==> src/sv/d2c_pkg.sv <==
// ----------------------------------------------------------------------------
// d2c_pkg
// Shared constants, twiddle ROM and control types of the 2-D DFT coefficient
// engine.
// ----------------------------------------------------------------------------
package d2c_pkg;

  localparam int DIM_DEF    = 16;
  localparam int IDX_W      = 4;
  localparam int SAMPLE_W   = 16;
  localparam int TW_W       = 16;
  localparam int ROM_IDX_W  = 6;
  localparam int ROM_POINTS = 64;
  localparam int QUARTER    = ROM_POINTS / 4;

  localparam logic FUNC_LOAD  = 1'b0;
  localparam logic FUNC_QUERY = 1'b1;

  localparam logic [TW_W-1:0] QSINE [QUARTER+1] = '{
    16'd0,     16'd1606,  16'd3196,  16'd4756,  16'd6270,  16'd7723,
    16'd9102,  16'd10394, 16'd11585, 16'd12665, 16'd13623, 16'd14449,
    16'd15137, 16'd15679, 16'd16069, 16'd16305, 16'd16384
  };

  typedef struct packed {
    logic clear;
    logic valid;
    logic last;
  } mac_ctl_t;

  function automatic logic signed [TW_W-1:0] rom_sine(input logic [ROM_IDX_W-1:0] j);
    logic [1:0]      q;
    logic [3:0]      r;
    logic [4:0]      rr;
    logic [TW_W-1:0] v;
    q  = j[5:4];
    r  = j[3:0];
    rr = 5'(QUARTER) - {1'b0, r};
    case (q)
      2'd0:    v = QSINE[{1'b0, r}];
      2'd1:    v = QSINE[rr];
      2'd2:    v = TW_W'(0) - QSINE[{1'b0, r}];
      default: v = TW_W'(0) - QSINE[rr];
    endcase
    return $signed(v);
  endfunction

endpackage

==> src/sv/d2c_mac.sv <==
// ----------------------------------------------------------------------------
// d2c_mac
// Complex multiply-accumulate unit: registered products of a real sample
// with a cosine and a sine twiddle; wide accumulators add cos, subtract sin.
// ----------------------------------------------------------------------------
module d2c_mac #(
  parameter int DIM = d2c_pkg::DIM_DEF
) (
  input  logic                                         clk,
  input  logic                                         rst_n,
  input  d2c_pkg::mac_ctl_t                            ctl,
  input  logic signed [d2c_pkg::SAMPLE_W-1:0]          sample,
  input  logic signed [d2c_pkg::TW_W-1:0]              tw_cos,
  input  logic signed [d2c_pkg::TW_W-1:0]              tw_sin,
  output logic signed [30+2*$clog2(DIM):0]             acc_re,
  output logic signed [30+2*$clog2(DIM):0]             acc_im,
  output logic                                         done
);
  import d2c_pkg::*;

  localparam int DIM_LOG = $clog2(DIM);
  localparam int ACC_W   = 31 + 2 * DIM_LOG;
  localparam int PROD_W  = SAMPLE_W + TW_W;

  logic signed [PROD_W-1:0] p_re_r;
  logic signed [PROD_W-1:0] p_im_r;
  logic                     pv_r;
  logic                     plast_r;
  logic signed [ACC_W-1:0]  acc_re_r;
  logic signed [ACC_W-1:0]  acc_im_r;
  logic                     done_r;
  logic signed [ACC_W-1:0]  ext_re;
  logic signed [ACC_W-1:0]  ext_im;

  assign ext_re = {{(ACC_W-PROD_W){p_re_r[PROD_W-1]}}, p_re_r};
  assign ext_im = {{(ACC_W-PROD_W){p_im_r[PROD_W-1]}}, p_im_r};

  always_ff @(posedge clk) begin
    p_re_r <= sample * tw_cos;
    p_im_r <= sample * tw_sin;
  end

  always_ff @(posedge clk) begin
    if (!rst_n) begin
      pv_r    <= 1'b0;
      plast_r <= 1'b0;
      done_r  <= 1'b0;
    end else begin
      pv_r    <= ctl.valid;
      plast_r <= ctl.valid && ctl.last;
      done_r  <= pv_r && plast_r;
    end
  end

  always_ff @(posedge clk) begin
    if (ctl.clear) begin
      acc_re_r <= '0;
      acc_im_r <= '0;
    end else if (pv_r) begin
      acc_re_r <= acc_re_r + ext_re;
      acc_im_r <= acc_im_r - ext_im;
    end
  end

  assign acc_re = acc_re_r;
  assign acc_im = acc_im_r;
  assign done   = done_r;

endmodule

==> config.mk <==
export PLATFORM = sky130hd
export DESIGN_NAME = d2c_mac
export DESIGN_NICKNAME = d
export VERILOG_FILES = /design/src/sv/d2c_pkg.sv /design/src/sv/d2c_mac.sv
export SDC_FILE = /design/constraint.sdc
export NUM_CORES = 2
export LEC_CHECK = 0
export CAP_MARGIN = 20
export CORE_MARGIN = 2
export CORE_UTILIZATION = 60
export CTS_CLUSTER_SIZE = 16
export DETAILED_ROUTE_END_ITERATION = 12
export DONT_BUFFER_PORTS = 1
export GPL_TIMING_DRIVEN = 0
export PLACE_DENSITY = 0.76
export SLEW_MARGIN = 10
export SYNTH_ARGS = -nofsm -noshare
export SYNTH_HDL_FRONTEND = slang
export SYNTH_SLANG_ARGS = --single-unit
==> constraint.sdc <==
create_clock -name clk -period 9.89 [get_ports clk]
set_input_delay 1.978 -clock clk [delete_from_list [all_inputs] [get_ports clk]]
set_output_delay 1.978 -clock clk [all_outputs]
set_load 0.02 [all_outputs]
# [Word level (Yosys, flattened, before mapping)]
# Index checks and enable logic that the tools add are counted.
# W data, S select, Z words.
[totals] register_bits=145 input_bits=53 word_cells=13
[classes] n_reduce_logical=2 add_sub_neg=2 multipliers=2
[ops] cell="$mul A16 B16 Y32" n=2
[ops] cell="$add A39 B32 Y39" n=1
[ops] cell="$sub A39 B32 Y39" n=1
[ops] cell="$logic_and A1 B1 Y1" n=2

# [Longest topological paths before layout]
[depth] word_depth=1 mapped_depth=24

# [Worst setup path before layout]
# Ideal clock, no wire load.
[synth_path] path_kind="input port to flip-flop" start="input port sample[15] (netlist bit)" end="register p_im_r[31]" path_buffers=2 stages=21 required_time_ns=9.769 path_slack_ns=2.267 t_arrival_ns=7.503 setup_ns=0.121 cell_sequence="clkbuf_1 -> nand2_1 -> inv_1 -> fa_1 -> fa_1 -> fa_1 -> fa_1 -> fa_1 -> inv_1 -> fa_1 -> inv_1 -> ha_1 -> clkbuf_1 -> nand3_1 -> nor2_1 -> nor4bb_1 -> a21oi_1 -> nor3b_1 -> o21a_1 -> nor2_1 -> xnor2_1"
[synth_via] elab_chain_len=1
[synth_rtl] element="from (decl)" line_no="d2c_mac.sv:12" source="input logic signed [d2c_pkg::SAMPLE_W-1:0] sample,"
[synth_rtl] element="$mul A16 B16 Y32" line_no="d2c_mac.sv:40" source="p_im_r <= sample * tw_sin;"
[synth_rtl] element="to (signal assigned)" line_no="d2c_mac.sv:40"
[synth_rtl] element="to (decl)" line_no="d2c_mac.sv:26" source="logic signed [PROD_W-1:0] p_im_r;"
# No other way between the ends.
# A chain may end at the register's enable or synchronous reset.

# [Worst setup path after layout]
# Same ends and word-level chain as after synthesis.

==> metrics.md <==
| Metric | Value |
|---|---|
| Worst endpoint required time | `between 10 and 15 ns` |
| Synthesized instance count | `3043` |
| CP Class | `primary input to register` |
| Max-slew violations | `0` |
| Die ar. | `around 0.047 mm²` |
| Longest Clk Path Bufs | `2` |
| Reg area | `between 0.002 and 0.003 mm²` |
| # DRC | `0` |
| Final WL | `slightly above 70000 µm` |
| Io pins | `between 100 and 150` |
| Syn_nets | `3862` |
| Worst Path Buf+Inv | `5` |
| Final antenna-violating net count | `1` |
| Root Buffer | `clkbuf_16` |
| RSZ-0062 raised after global routing | `no` |
| # setup viols final | `0` |
| Slowest library cell on the worst path | `fa_1` |
| Crit-path cells | `clkbuf_1, nand2_1, inv_1, fa_1, fa_1, fa_1, fa_1, fa_1, inv_1, fa_1, inv_1, ha_1, clkbuf_1, nand3_1, nor2_1, nor4bb_1, a21oi_1, nor3b_1, o21a_1, nor2_1, xnor2_1` |
| Skew final | `~0.011 ns` |
| Post-layout util | `0.636` |
| GP Congestion | `~0.94` |
| Nets@finish | `around 3900` |
| Minimum clock period | `slightly below 9 ns` |
| Hold Crit Start | `plast_r` |
| Placed Area | `0.0282 mm²` |
| Cell Area, Synth | `approximately 0.027 mm²` |
| Post-synth top area cell | `fa_1` |
| CTS Buf Count | `17` |
| Worst r2r src | `acc_re[0]` |
| Die span in x | `218 µm` |
| Final TNS setup | `0 ns` |
| Yosys reg bits | `about 150` |
| Via/cell ratio | `5.69` |
| I/O Buffers | `0` |
| CTS tree | `built` |
| Finished layout cell area | `0.0288 mm²` |
| Startpoint Class | `primary input` |
| Postcts setup bufs | `0` |
| CP Data Arrival Time | `9.20 ns` |
| Share of layout cells above drive strength 1 | `0.0192` |
| Measured slew at the worst slew-check pin | `1.03 ns` |
| Warnings from Yosys | `0` |
| Residual overflow from global routing | `0` |
| Synthesis-to-layout area growth | `4.85%` |
| CP most frequent cell | `fa_1` |
| Hold depth | `1` |
| Initial DRC count | `roughly 1500` |
| GRT Resource Usage Total | `0.317` |
| Vias in the first global route | `22005` |
| Fin crit share | `0.903` |
| Reg2Reg Setup Slack | `approximately 6 ns` |
| Status | `complete, but fails checks` |
| WHS | `roughly 0.47 ns` |
| Detailed Place HPWL | `between 60000 and 70000 µm` |
| Fill count | `around 4000` |
| Avg Inst Size Synth | `~9 µm²` |
| Initial core utilization | `0.606` |
| Core Area | `about 0.045 mm²` |
| H-tree depth | `4` |
| Max incr delay on CP | `~0.90 ns` |
| Max_cap viols | `0` |
| Post_cts resized | `0` |
| CP top delay family | `adder cells` |
| Max transition margin | `0.312` |
| Fin. Hold Viols | `0` |
| F_max | `about 110 MHz` |
| Commonest register cell after synthesis | `dfxtp_1` |
| Initial antenna violation count | `1` |
| Area taken by multi-input logic gates | `0.0218 mm²` |
| WL/cell | `~20 µm` |
| GRT busiest layer | `met2` |
| Top cells by area, synth | `fa_1 38%, ha_1 11%, dfxtp_1 11%` |
| Largest net degree at the start of global routing | `17` |
| R2R depth | `13` |
| Worst hold endpoint | `done` |
| Met3 usage | `0.0537` |
| First-pass GRT wire length | `115000 µm` |
| Hold Crit Class | `register to register` |
| Reg2reg end | `acc_re[38]` |
| Ys async rst share | `0` |
| Cts hold-fix bufs | `0` |
| Vias | `around 21000` |
| Met1 Resource Use GR | `0.419` |
| Row count | `between 70 and 80` |
| Clock Pin Slew Worst Setup and Hold Paths | `about 0.06 ns` |
| Crit. End Element | `register` |
| Register area share after synthesis | `0.106` |
| Drt pass-1 iters | `5` |
| Netlist cell types | `75` |
| CP max FO | `10` |
| GR Util met2 | `0.528` |
| Failing checks | `antenna violations` |
| CTS sink count | `between 100 and 150` |
| EDFF count, synth | `0` |
| Clock Latency Late Sink | `between 0.4 and 0.5 ns` |
| Die Y | `218 µm` |
| Synth top area share | `0.383` |
-- metrics by stage --
stage	setup slack [ns]	instances
after floorplan	2.27	3043
after global placement	0.790	3643
after detailed placement	0.650	3643
after CTS	1.10	3675
after global routing	0.483	3676
final	0.963	3682
-- cell usage after synthesis, types with 17 or more instances --
cell type / instances
mux2i_1: 50
ha_1: 240
dfxtp_1: 145
nand2b_1: 22
a21o_1: 51
o21bai_1: 21
xnor2_1: 102
inv_1: 624
o21a_1: 19
nor2_1: 161
nand2_1: 304
nor3_1: 17
xor2_1: 34
fa_1: 526
a211oi_1: 19
clkbuf_1: 98
a21oi_1: 109
o21ai_0: 62
nand3_1: 25
and2_1: 252
-- registers in the layout, summed over array words and instances, names as in the netlist --
name     count
acc_im      39
acc_re      39
done         1
p_im_r      32
p_re_r      32
plast_r      1
pv_r         1
-- area by class of cell --
type / instances / area share
Multi-Input combinational cell: 2167 / 0.758
Sequential cell: 145 / 0.101
Inverter: 624 / 0.0813
Tap cell: 600 / 0.0261
Clock buffer: 20 / 0.0159
Buffer: 107 / 0.0140
Clock inverter: 12 / 0.00369
Antenna cell: 7 / 0.000608
-- placed cells by master, fill, tap and decap left out, drive strengths merged, types with 3 or more instances in the layout --
cell type  instances
inv              627
fa               526
nand2            304
and2             253
ha               240
nor2             161
dfxtp            145
clkbuf           119
a21oi            114
xnor2            102
o21ai             67
a21o              51
mux2i             50
xor2              34
nand3             26
nand2b            22
o21bai            21
a211oi            21
o21a              19
nor3              17
nor2b             14
and3              13
o211ai            13
a31oi             12
o22ai              8
buf                8
diode              7
nand4              7
clkinv             7
o41ai              5
a2111oi            5
o31a               4
or3                4
nand3b             4
nand4b             4
nor4               4
a211o              3
a31o               3
o31ai              3
o311ai             3
-- metal layers --
layer / vias up / share of wire
met5: - / 0
met4: 0 / 0.036
met3: 147 / 0.075
met2: 735 / 0.48
met1: 10631 / 0.41
li1: 9430 / -
-- how the worst max path moves through the flow --
stage	end	cells past startpoint	start	slack [ns]
after floorplan	p_im_r[31]	21	sample[15]	2.27
after global placement	p_im_r[31]	21	sample[15]	0.79
after detailed placement	p_im_r[31]	21	sample[15]	0.65
after CTS	p_im_r[31]	21	sample[15]	1.10
after global routing	p_im_r[31]	21	sample[15]	0.48
final	p_im_r[31]	21	sample[15]	0.96
-- cell families after synthesis --
group / synth area share
buffers and inverters: 0.100
adders and majority gates: 0.493
xor gates and xnor gates: 0.0434
muxes: 0.0186
AOI/OAI and AO/OA: 0.0897
and+or+nand+nor: 0.150
DFF: 0.106
Power is left out: the tool's default activity adds up to more than one toggle a clock period on the data nets, which glitch-free logic cannot reach.
